[config.mk]
export PLATFORM = sky130hd
export DESIGN_NAME = radio_failsafe_throttle_zero_monitor_unit_flat
export DESIGN_NICKNAME = d
export VERILOG_FILES = /design/src/design/rfz_pkg.sv /design/src/design/rfz_if.sv /design/src/design/rfz_core.sv /design/src/design/radio_failsafe_throttle_zero_monitor_unit.sv /design/src/flat_wrapper.sv
export SDC_FILE = /design/constraint.sdc
export NUM_CORES = 1
export LEC_CHECK = 0
export BUFFER_PORTS_ARGS = -buffer_cell sky130_fd_sc_hd__buf_2
export CAP_MARGIN = 20
export CORE_MARGIN = 5
export CORE_UTILIZATION = 40
export CTS_CLUSTER_DIAMETER = 120
export DETAILED_ROUTE_END_ITERATION = 8
export PLACE_DENSITY_LB_ADDON = 0.15
export SYNTH_ARGS = -nofsm -noshare
export SYNTH_HDL_FRONTEND = slang
export SYNTH_SLANG_ARGS = --single-unit
[constraint.sdc]
create_clock -name clk -period 4.7 [get_ports clk]
set_input_delay 1.175 -clock clk [delete_from_list [all_inputs] [get_ports clk]]
set_output_delay 1.175 -clock clk [all_outputs]
set_load 0.02 [all_outputs]
[src/design/rfz_pkg.sv]
// ----------------------------------------------------------------------------
// rfz_pkg
// Types and constants shared by the radio failsafe and throttle-zero monitor.
// ----------------------------------------------------------------------------
package rfz_pkg;

    localparam int unsigned LOW_CNT_W = 2;

    localparam logic [LOW_CNT_W-1:0] LOW_COUNT_LIMIT = LOW_CNT_W'(3);

    localparam logic CMD_POLL  = 1'b0;
    localparam logic CMD_FRAME = 1'b1;

    typedef enum logic [1:0] {
        CFG_FAILSAFE_ENABLE  = 2'd0,
        CFG_LOW_THROTTLE_PWM = 2'd1,
        CFG_FRAME_TIMEOUT_MS = 2'd2,
        CFG_ZERO_DEBOUNCE_MS = 2'd3
    } cfg_index_t;

    localparam int unsigned CFG_DATA_W = 16;

    localparam logic        RST_FAILSAFE_ENABLE  = 1'b1;
    localparam logic [11:0] RST_LOW_THROTTLE_PWM = 12'd975;
    localparam logic [15:0] RST_FRAME_TIMEOUT_MS = 16'd1000;
    localparam logic [15:0] RST_ZERO_DEBOUNCE_MS = 16'd400;

    typedef struct packed {
        logic        command;
        logic [31:0] now_ms;
        logic [11:0] throttle_pulse;
        logic [9:0]  throttle_level;
        logic        motors_armed;
        logic        interlock_in_use;
        logic        interlock_on;
        logic        estop_active;
        logic        airmode_active;
    } item_t;

    typedef struct packed {
        logic                 failsafe_active;
        logic                 throttle_idle;
        logic                 receiver_present;
        logic [LOW_CNT_W-1:0] low_count;
    } result_t;

    typedef struct packed {
        logic        failsafe_enable;
        logic [11:0] low_throttle_pwm;
        logic [15:0] frame_timeout_ms;
        logic [15:0] zero_debounce_ms;
    } cfg_t;

endpackage

[src/design/rfz_if.sv]
// ----------------------------------------------------------------------------
// rfz_if
// Valid/ready channels for input items and results of the monitor.
// ----------------------------------------------------------------------------
interface rfz_item_if;
    logic           valid;
    logic           ready;
    rfz_pkg::item_t payload;

    modport source (output valid, output payload, input ready);
    modport sink   (input valid, input payload, output ready);
endinterface

interface rfz_result_if;
    logic             valid;
    logic             ready;
    rfz_pkg::result_t payload;

    modport source (output valid, output payload, input ready);
    modport sink   (input valid, input payload, output ready);
endinterface

[src/design/rfz_core.sv]
// ----------------------------------------------------------------------------
// rfz_core
// Monitor state and its per-transaction update: low-throttle counter,
// failsafe flag, frame timeout and throttle-zero debounce.
// ----------------------------------------------------------------------------
module rfz_core (
    input  logic             clk,
    input  logic             rst_n,
    input  logic             load,
    input  rfz_pkg::item_t   item,
    input  rfz_pkg::cfg_t    cfg,
    output rfz_pkg::result_t result
);

    logic                          failsafe_reg, failsafe_next;
    logic [rfz_pkg::LOW_CNT_W-1:0] low_cnt_reg, low_cnt_next;
    logic                          seen_reg, seen_next;
    logic [31:0]                   last_frame_reg, last_frame_next;
    logic [31:0]                   last_run_reg, last_run_next;
    logic                          zero_reg, zero_next;

    logic        running;
    logic        pwm_low;
    logic [31:0] run_elapsed;
    logic [31:0] frame_elapsed;

    assign pwm_low       = item.throttle_pulse < cfg.low_throttle_pwm;
    assign run_elapsed   = item.now_ms - last_run_reg;
    assign frame_elapsed = item.now_ms - last_frame_reg;
    assign running       = (!item.interlock_in_use && (item.throttle_level != 10'd0)
                            && !item.estop_active)
                           || (item.interlock_in_use && item.interlock_on)
                           || item.airmode_active;

    always_comb
    begin
        failsafe_next   = failsafe_reg;
        low_cnt_next    = low_cnt_reg;
        seen_next       = seen_reg;
        last_frame_next = last_frame_reg;
        last_run_next   = last_run_reg;
        zero_next       = zero_reg;

        if (item.command == rfz_pkg::CMD_FRAME)
        begin
            if (cfg.failsafe_enable)
            begin
                if (pwm_low)
                begin
                    if (!failsafe_reg && (seen_reg || item.motors_armed))
                    begin
                        if (low_cnt_reg >= rfz_pkg::LOW_COUNT_LIMIT - 1'b1)
                        begin
                            low_cnt_next  = rfz_pkg::LOW_COUNT_LIMIT;
                            failsafe_next = 1'b1;
                        end
                        else
                        begin
                            low_cnt_next = low_cnt_reg + 1'b1;
                        end
                    end
                end
                else
                begin
                    if (low_cnt_reg != '0)
                    begin
                        low_cnt_next = low_cnt_reg - 1'b1;
                    end
                    if (low_cnt_reg <= rfz_pkg::LOW_CNT_W'(1))
                    begin
                        failsafe_next = 1'b0;
                    end
                end
            end

            if (running)
            begin
                last_run_next = item.now_ms;
                zero_next     = 1'b0;
            end
            else if (run_elapsed > {16'd0, cfg.zero_debounce_ms})
            begin
                zero_next = 1'b1;
            end

            seen_next       = 1'b1;
            last_frame_next = item.now_ms;
        end
        else if (!failsafe_reg)
        begin
            if ((frame_elapsed >= {16'd0, cfg.frame_timeout_ms}) && cfg.failsafe_enable
                && (seen_reg || item.motors_armed))
            begin
                failsafe_next = 1'b1;
            end
        end
    end

    always_ff @(posedge clk or negedge rst_n)
    begin
        if (!rst_n)
        begin
            failsafe_reg   <= 1'b0;
            low_cnt_reg    <= '0;
            seen_reg       <= 1'b0;
            last_frame_reg <= '0;
            last_run_reg   <= '0;
            zero_reg       <= 1'b1;
        end
        else if (load)
        begin
            failsafe_reg   <= failsafe_next;
            low_cnt_reg    <= low_cnt_next;
            seen_reg       <= seen_next;
            last_frame_reg <= last_frame_next;
            last_run_reg   <= last_run_next;
            zero_reg       <= zero_next;
        end
    end

    assign result.failsafe_active  = failsafe_next;
    assign result.throttle_idle    = zero_next;
    assign result.receiver_present = seen_next;
    assign result.low_count        = low_cnt_next;

endmodule

[src/design/radio_failsafe_throttle_zero_monitor_unit.sv]
// ----------------------------------------------------------------------------
// radio_failsafe_throttle_zero_monitor_unit
// Radio failsafe and throttle-zero monitor, one result per input transaction.
// ----------------------------------------------------------------------------
// Each accepted transaction (poll or radio frame) yields exactly one result
// transaction carrying failsafe, throttle-zero, receiver-present and the
// low-throttle count after the update. A transaction passes an input register
// and then the state update into the result register; one transaction is taken
// every cycle as long as results are taken; that update is combinational.
// Configuration registers are written through cfg_we, cfg_index and cfg_data,
// by the user only while no transaction is in flight (the block does not
// enforce this), and take effect on the next transaction.
module radio_failsafe_throttle_zero_monitor_unit (
    input  logic                             clk,
    input  logic                             rst_n,
    rfz_item_if.sink                         item,
    rfz_result_if.source                     result,
    input  logic                             cfg_we,
    input  rfz_pkg::cfg_index_t              cfg_index,
    input  logic [rfz_pkg::CFG_DATA_W-1:0]   cfg_data
);

    rfz_pkg::cfg_t    cfg_reg;
    logic             in_valid_reg;
    rfz_pkg::item_t   in_item_reg;
    logic             out_valid_reg;
    rfz_pkg::result_t out_result_reg;
    rfz_pkg::result_t result_next;
    logic             out_free;
    logic             load;

    assign out_free   = !out_valid_reg || result.ready;
    assign load       = in_valid_reg && out_free;
    assign item.ready = !in_valid_reg || out_free;

    // configuration registers
    always_ff @(posedge clk or negedge rst_n)
    begin
        if (!rst_n)
        begin
            cfg_reg.failsafe_enable  <= rfz_pkg::RST_FAILSAFE_ENABLE;
            cfg_reg.low_throttle_pwm <= rfz_pkg::RST_LOW_THROTTLE_PWM;
            cfg_reg.frame_timeout_ms <= rfz_pkg::RST_FRAME_TIMEOUT_MS;
            cfg_reg.zero_debounce_ms <= rfz_pkg::RST_ZERO_DEBOUNCE_MS;
        end
        else if (cfg_we)
        begin
            case (cfg_index)
                rfz_pkg::CFG_FAILSAFE_ENABLE:  cfg_reg.failsafe_enable  <= cfg_data[0];
                rfz_pkg::CFG_LOW_THROTTLE_PWM: cfg_reg.low_throttle_pwm <= cfg_data[11:0];
                rfz_pkg::CFG_FRAME_TIMEOUT_MS: cfg_reg.frame_timeout_ms <= cfg_data;
                rfz_pkg::CFG_ZERO_DEBOUNCE_MS: cfg_reg.zero_debounce_ms <= cfg_data;
                default: ;
            endcase
        end
    end

    // input register
    always_ff @(posedge clk or negedge rst_n)
    begin
        if (!rst_n)
        begin
            in_valid_reg <= 1'b0;
        end
        else if (item.ready)
        begin
            in_valid_reg <= item.valid;
        end
    end

    always_ff @(posedge clk)
    begin
        if (item.valid && item.ready)
        begin
            in_item_reg <= item.payload;
        end
    end

    rfz_core u_core (
        .clk    (clk),
        .rst_n  (rst_n),
        .load   (load),
        .item   (in_item_reg),
        .cfg    (cfg_reg),
        .result (result_next)
    );

    // result register
    always_ff @(posedge clk or negedge rst_n)
    begin
        if (!rst_n)
        begin
            out_valid_reg <= 1'b0;
        end
        else if (out_free)
        begin
            out_valid_reg <= in_valid_reg;
        end
    end

    always_ff @(posedge clk)
    begin
        if (load)
        begin
            out_result_reg <= result_next;
        end
    end

    assign result.valid   = out_valid_reg;
    assign result.payload = out_result_reg;

endmodule

[src/flat_wrapper.sv]
// flat-port wrapper written by rule: the top's interface ports become plain ports
module radio_failsafe_throttle_zero_monitor_unit_flat 
  (clk, rst_n, cfg_we, cfg_index, cfg_data, item_valid, item_payload, item_ready, result_valid, result_payload, result_ready);
  rfz_item_if item_i ();
  rfz_result_if result_i ();
  input  logic clk;
  input  logic rst_n;
  input  logic cfg_we;
  input  rfz_pkg::cfg_index_t cfg_index;
  input  logic [rfz_pkg::CFG_DATA_W-1:0] cfg_data;
  input wire logic [$bits(item_i.valid)-1:0] item_valid;
  input wire logic [$bits(item_i.payload)-1:0] item_payload;
  output wire logic [$bits(item_i.ready)-1:0] item_ready;
  output wire logic [$bits(result_i.valid)-1:0] result_valid;
  output wire logic [$bits(result_i.payload)-1:0] result_payload;
  input wire logic [$bits(result_i.ready)-1:0] result_ready;
  assign item_i.valid = item_valid;
  assign item_i.payload = item_payload;
  assign item_ready = item_i.ready;
  assign result_valid = result_i.valid;
  assign result_payload = result_i.payload;
  assign result_i.ready = result_ready;
  radio_failsafe_throttle_zero_monitor_unit u_core (.clk(clk), .rst_n(rst_n), .item(item_i), .result(result_i), .cfg_we(cfg_we), .cfg_index(cfg_index), .cfg_data(cfg_data));
endmodule
==> impl_metrics.yaml, run 1 <==
route:
  antenna_left: 0
  wl_per_cell_um: 18.0
  drt_iter0_drc: 508
  num_vias: 9032
  drc: 0
  routed_via_density: 5.44
  firstDrtPassIters: 5
  postRouteWirelength_um: 30000
clock_network:
  insertion_delay_ns: 0.44
  cts_hold_buf: 0
  clkTransAtPathRegs_ns: 0.07
  clock-sinks: 181
  cts-root-buf: "clkbuf_16"
  ctsHtreeMaxLevel: 4
  cts_tree: "built"
  numCtsBuffers: 17
  clock_path_buffers: 2
synth:
  synth-edff-count: 65
  muxShareOfSynthArea_pct: 8.24
  synth_area_leaders: "dfrtp_1 (21%), edfxtp_1 (17%), ha_1 (11%)"
  ys_async_sr_fraction_pct: 64.1
  synth-simple-area-share_pct: 12.3
  synth-compound-area-share_pct: 17.8
  ys_warn_count: 0
  synth_top_family_by_area: "compound AO/OA/AOI/OAI gates"
  syn_area_per_cell_um2: 9.96
  synthAdderAreaFrac_pct: 11.7
  synth_flop_cell: "dfrtp_1"
  yosys.cell_types.count: 84
  synth_seq_area_share_pct: 41.8
  synth_xor_area_share_pct: 2.85
  syn_inst: 1171
  yosys.area.top_type: "dfrtp_1"
  synth_area_um2: 11700
  yosysTopAreaCellShare_pct: 20.8
  syn_nets: 1361
  synth-seq-cells: 181
floorplanning:
  die_area_um2: 32700
  core-area_um2: 28800
  die_w_um: 181
  ioPinCount: 90
  start_util_pct: 40.5
  die_y_um: 181
  rows: 62
critical_path:
  r2r_end: "u_core.result.payload[3]"
  path_max_fanout: 5
  path_class: "reg -> reg"
  cp-start-kind: "flop"
  r2r_cells: 19
  rrSetupSlack_ns: 0.36
  critPathArrivalTime_ns: 4.52
  regToRegStartpoint: "u_core.in_item_reg[28]"
  critPathCaptureType: "flop"
  cp.required_ns: 4.88
placed_design:
  pre_cts_slack_ns: 0.265
  dp.cells: 1627
  port_buffers: 89
  place_congestion: 0.932
  dp_hpwl_um: 23400
sta:
  drv_slew: 0
  fmax_mhz: 231
  worst_slew_pin_slew_ns: 0.906
  skew_ns: 0.0165
  fin_crit_sh_pct: 92.3
  finalSetupViolCount: 0
  fin_tns_setup_ns: 0
  hold_violations: 0
  fin_ws_ns: 0.364
  rsz0062_at_grt: "false"
  period_needed_ns: 4.34
  worst_slew_margin_rel_pct: 39.4
global_route:
  track_usage_pct: 18.5
  grt_first_pass_wirelength_um: 48600
  grt_overflow: 0
  grt_pass1_vias: 8949
  grt_max_degree: 67
  antenna_found_initial: 0
run_status:
  status: "finished, final reports clean"
power:
  max-vdd-ir-drop_v: 0.000289
  leakage_nw: 5.73
  power.total_mw: 6.16
  p_per_area_nw_per_um2: 469
hold_path:
  hold_start: "u_core.u_core.seen_reg"
  whs_path_depth: 1
  min_to: "u_core.u_core.seen_reg"
  worstHoldPathType: "reg -> reg"
final_layout:
  fin_nets: 1454
  n_antenna_cell: 0
  drive_gt1_share_pct: 21.1
  nFillCells: 2779
  final_util_pct: 45.7
  fin_cells: 1661
  largest_reg_flops: 60
  area_growth_syn_to_layout_pct: 12.8
flow_run:
  maxCapViolCount: 0
-- synth_stat cells, types with 4 or more instances --
master     instances
inv_1            120
ha_1             105
dfrtp_1           97
nand2_1           92
o21ai_0           84
a21oi_1           80
mux2_2            80
edfxtp_1          65
nor2_1            60
xnor2_1           26
clkbuf_1          25
a21o_1            24
nand4_1           22
dfstp_2           19
nor3_1            19
a211oi_1          16
nand2b_1          16
and3_1            12
xor2_1            12
nand3_1           11
o211ai_1          11
o21bai_1          11
a31oi_1           10
nor2b_1            9
o31ai_1            9
nor4_1             8
o21a_1             8
o2111ai_1          7
mux2i_1            6
or2_2              6
a221oi_1           5
buf_2              5
a21boi_0           4
and4_1             4
buf_6              4
nand3b_1           4
o22ai_1            4
-- report_power, final --
part / switching, mW / total [mW] / internal, mW
clock: 0.682 / 1.37 / 0.693
sequential: 0.140 / 2.07 / 1.93
combinational: 1.59 / 2.72 / 1.14
total: 2.41 / 6.16 / 3.76
-- how the worst max path moves through the flow --
stage,endpoint,depth (start not counted),from,slack (ns)
after floorplan,u_core.result.payload[4],17,u_core.in_item_reg[28],0.76
after global placement,u_core.result.payload[4],19,u_core.in_item_reg[28],0.33
after detailed placement,u_core.result.payload[4],19,u_core.in_item_reg[28],0.27
after CTS,u_core.result.payload[4],19,u_core.in_item_reg[28],0.23
after global routing,u_core.result.payload[4],19,u_core.in_item_reg[28],0.05
final,u_core.result.payload[3],19,u_core.in_item_reg[28],0.36
-- worst max-delay path, stage by stage (launching register included) --
cell	delay, ns
edfxtp_1	0.46
buf_4	0.17
ha_1	0.26
nor2b_1	0.15
o2111ai_1	0.33
a21oi_1	0.12
nand2b_1	0.19
a31oi_1	0.24
o21ai_0	0.18
a21o_1	0.21
a21oi_1	0.18
xnor2_1	0.09
ha_1	0.30
nand4_1	0.10
or2_2	0.33
nor3_1	0.20
o22ai_1	0.10
nor4_1	0.16
and4_1	0.25
nor2_1	0.05
-- final cells by class --
class,instances,area (um^2),share of cell area [%]
Clock buffer,18,429,3.26
Tap cell,384,480,3.65
Timing Repair Buffer,110,618,4.70
Inverter,120,450,3.42
Sequential cell,181,4880,37.1
Clock inverter,14,114,0.865
Multi-Input combinational cell,834,6190,47.0
-- logic make-up (layout without fill, tap and decap cells) --
| logic type | Yosys count | count (layout) |
|---|---|---|
| buffers and inverters | 156 | 262 |
| xor gates and xnor gates | 38 | 38 |
| and+or+nand+nor | 285 | 285 |
| DFF | 181 | 181 |
| adders and majority gates | 108 | 108 |
| AOI/OAI and AO/OA | 317 | 317 |
| muxes | 86 | 86 |
-- cell usage in the layout (no fill, tap or decap), types with 5 or more instances in the layout --
master	count
o31ai_1	9
nand3_1	11
mux2_2	80
nand4_1	22
inv_1	120
ha_1	105
o21bai_1	11
nor2_1	59
inv_6	5
buf_2	88
dfrtp_1	97
o21a_1	8
nand2b_1	16
a221oi_1	5
nor2b_1	9
o211ai_1	11
and3_1	12
edfxtp_1	65
clkbuf_16	17
buf_4	21
mux2i_1	6
nor4_1	8
nor3_1	19
o2111ai_1	6
or2_2	6
nand2_1	92
a31oi_1	10
a211oi_1	16
a21o_1	24
dfstp_2	19
xor2_1	12
xnor2_1	26
a21oi_1	78
o21ai_0	82
-- metrics by stage --
| step | hold slack (ns) | cell area, um^2 |
|---|---|---|
| after floorplan | 0.450 | 11700 |
| after global placement | 0.472 | 12600 |
| after detailed placement | 0.481 | 12600 |
| after CTS | 0.502 | 13100 |
| after global routing | 0.517 | 13200 |
| final | 0.492 | 13200 |
-- timing repair --
action                                  CTS  global route
buffers inserted                          0             2
endpoints found under the setup margin    0             2
resized for setup                         0             5
-- metal layers --
metal / track usage, % / share of wire, %
met5: 0 / 0
met3: 3.06 / 3.5
met1: 26.1 / 48
met2: 30.0 / 47
met4: 4.45 / 1.3
Note: power is estimated with default switching activity, not from simulation.
==> inputs of run 2 (changes only) <==
--- a/config.mk
+++ b/config.mk
@@ -12,6 +12,7 @@
 export CTS_CLUSTER_DIAMETER = 120
 export DETAILED_ROUTE_END_ITERATION = 8
 export PLACE_DENSITY_LB_ADDON = 0.15
+export REMOVE_ABC_BUFFERS = 1
 export SYNTH_ARGS = -nofsm -noshare
 export SYNTH_HDL_FRONTEND = slang
 export SYNTH_SLANG_ARGS = --single-unit
==> run 2 against run 1 <==
Effect of this change: final cell count shrank 0.66%; utilization is essentially flat; sequential cell count is the same; clock-buffer cell count shrank 1; global-route usage grew 0.33 points; sequential power is essentially flat; critical path depth shrank 1; hold slack gained 0.010 ns; combinational power is essentially flat; clock power grew 9%; power grew 1.9%; critical endpoint unchanged.
==> impl_metrics.yaml, run 2 (synthesis results as in run 1) <==
power:
  p_int_mw: 3.81
  switching_share_pct: 39.4
  combPwrFrac_pct: 43.3
  power.total_mw: 6.28
  max-vdd-ir-drop_v: 0.000283
  leakage_nw: 5.71
  seqPwrFrac_pct: 32.9
  p_switching_mw: 2.47
  p_per_area_nw_per_um2: 478
  p_clk_share_pct: 23.8
global_route:
  grt_pass1_vias: 8897
  track_usage_pct: 18.8
  grt_first_pass_wirelength_um: 49300
  grt_max_degree: 56
  grt_overflow: 0
  antenna_found_initial: 0
final_layout:
  drive_gt1_share_pct: 20.3
  nFillCells: 2833
  n_antenna_cell: 0
  final_common_cell: "inv_1"
  area_growth_syn_to_layout_pct: 12.7
  largest_reg_flops: 60
  fin_nets: 1443
  layout_common_cells: "inv_1 (120), ha_1 (105), dfrtp_1 (97), nand2_1 (92), buf_2 (88)"
  fin_cells: 1650
placed_design:
  place_congestion: 0.913
  dp_hpwl_um: 23600
  port_buffers: 89
  pre_cts_slack_ns: 0.333
  dp.cells: 1618
sta:
  fin_ws_ns: 0.282
  whs_ns: 0.503
  fmax_mhz: 226
  finalSetupViolCount: 0
  period_needed_ns: 4.42
  rsz0062_at_grt: "false"
  hold_violations: 0
  drv_slew: 0
  worst_slew_margin_rel_pct: 33.5
  fin_crit_sh_pct: 94.0
  skew_ns: 0.0163
  worst_slew_pin_slew_ns: 0.992
hold_path:
  whs_path_depth: 1
  worstHoldPathType: "reg -> reg"
route:
  drc: 0
  firstDrtPassIters: 5
  wl_per_cell_um: 18.6
  num_vias: 8951
  routed_via_density: 5.42
  drt_iter0_drc: 581
  antenna_left: 0
  postRouteWirelength_um: 30700
clock_network:
  clock-sinks: 181
  post-cts-setup-buffer-count: 0
  clkTransAtPathRegs_ns: 0.08
  clock_path_buffers: 2
  cts-root-buf: "clkbuf_16"
  numCtsBuffers: 17
  insertion_delay_ns: 0.45
  ctsHtreeMaxLevel: 4
  cts_tree: "built"
critical_path:
  critPathArrivalTime_ns: 4.73
  r2r_cells: 18
  cp-start-kind: "flop"
  critPathSlowestCell: "edfxtp_1"
  cp.required_ns: 5.01
  path_max_fanout: 5
  critPathCaptureType: "flop"
  crit_chain: "ha_1 -> a21o_1 -> a31oi_1 -> a21oi_1 -> nand2b_1 -> a31oi_1 -> o21ai_0 -> a21o_1 -> a21oi_1 -> xnor2_1 -> ha_1 -> nand4_1 -> or2_2 -> o311a_1 -> o22ai_1 -> nor4_1 -> and4_1 -> nor2_1"
  rrSetupSlack_ns: 0.28
  max_stage_delay_ns: 0.44
  path_class: "reg -> reg"
floorplanning:
  die_area_um2: 32700
  core-area_um2: 28800
  die_y_um: 181
  ioPinCount: 90
  start_util_pct: 40.5
  die_w_um: 181
  rows: 62
run_status:
  status: "finished, final reports clean"
flow_run:
  maxCapViolCount: 0
==> run 2: worst max-delay path: cells and delay by family (launching register included) <==
family          cells  cell delay [ns]
fa+ha+maj           2             0.67
flops               1             0.44
xor+xnor            1             0.09
simple gates        6             0.97
compound gates      9             2.07
==> run 2: layout make-up <==
| type | instances | area [um^2] | area share [%] |
|---|---|---|---|
| Sequential cell | 181 | 4880 | 37.1 |
| Clock inverter | 15 | 184 | 1.40 |
| Multi-Input combinational cell | 834 | 6180 | 47.0 |
| Clock buffer | 17 | 425 | 3.24 |
| Timing Repair Buffer | 99 | 548 | 4.17 |
| Tap cell | 384 | 480 | 3.66 |
| Inverter | 120 | 450 | 3.43 |
==> run 2: power groups by stage <==
stage	logic (mW)	registers, mW	clock network (mW)
after floorplan	1.98	2.06	0
after global placement	2.69	2.09	0
after detailed placement	2.70	2.10	0
after CTS	2.72	2.07	1.55
after global routing	3.05	2.10	1.60
final	2.72	2.07	1.50
==> run 2: worst paths after layout <==
check,startpoint,to
setup reg to reg,u_core.in_item_reg[31],u_core.result.payload[3]
max in group asynchronous,rst_n,u_core.u_core.zero_reg
hold / removal,u_core.in_valid_reg,u_core.result.valid
min in group asynchronous,rst_n,u_core.cfg_reg[11]
setup / recovery,u_core.in_item_reg[31],u_core.result.payload[3]
hold reg to reg,u_core.in_valid_reg,u_core.result.valid
==> run 2: layer usage <==
metal	GRT usage, %	routed length, um	up-vias
li1	-	-	4442
met1	28.4	15500	4328
met2	28.6	13500	159
met3	2.80	1190	22
met4	4.48	406	0
met5	0	0	-
==> run 2: metrics by stage <==
stage	instance area, um^2	TNS, ns	utilization (%)
after floorplan	11500	-0.0195	-
after global placement	12500	0	43.5
after detailed placement	12500	0	43.5
after CTS	13100	0	45.7
after global routing	13100	0	45.7
final	13100	0	45.7
==> run 2: timing repair <==
action                                  in CTS  in global routing
endpoints found under the setup margin       0                  1
hold buffers                                 0                  0
resized for setup                            0                  2
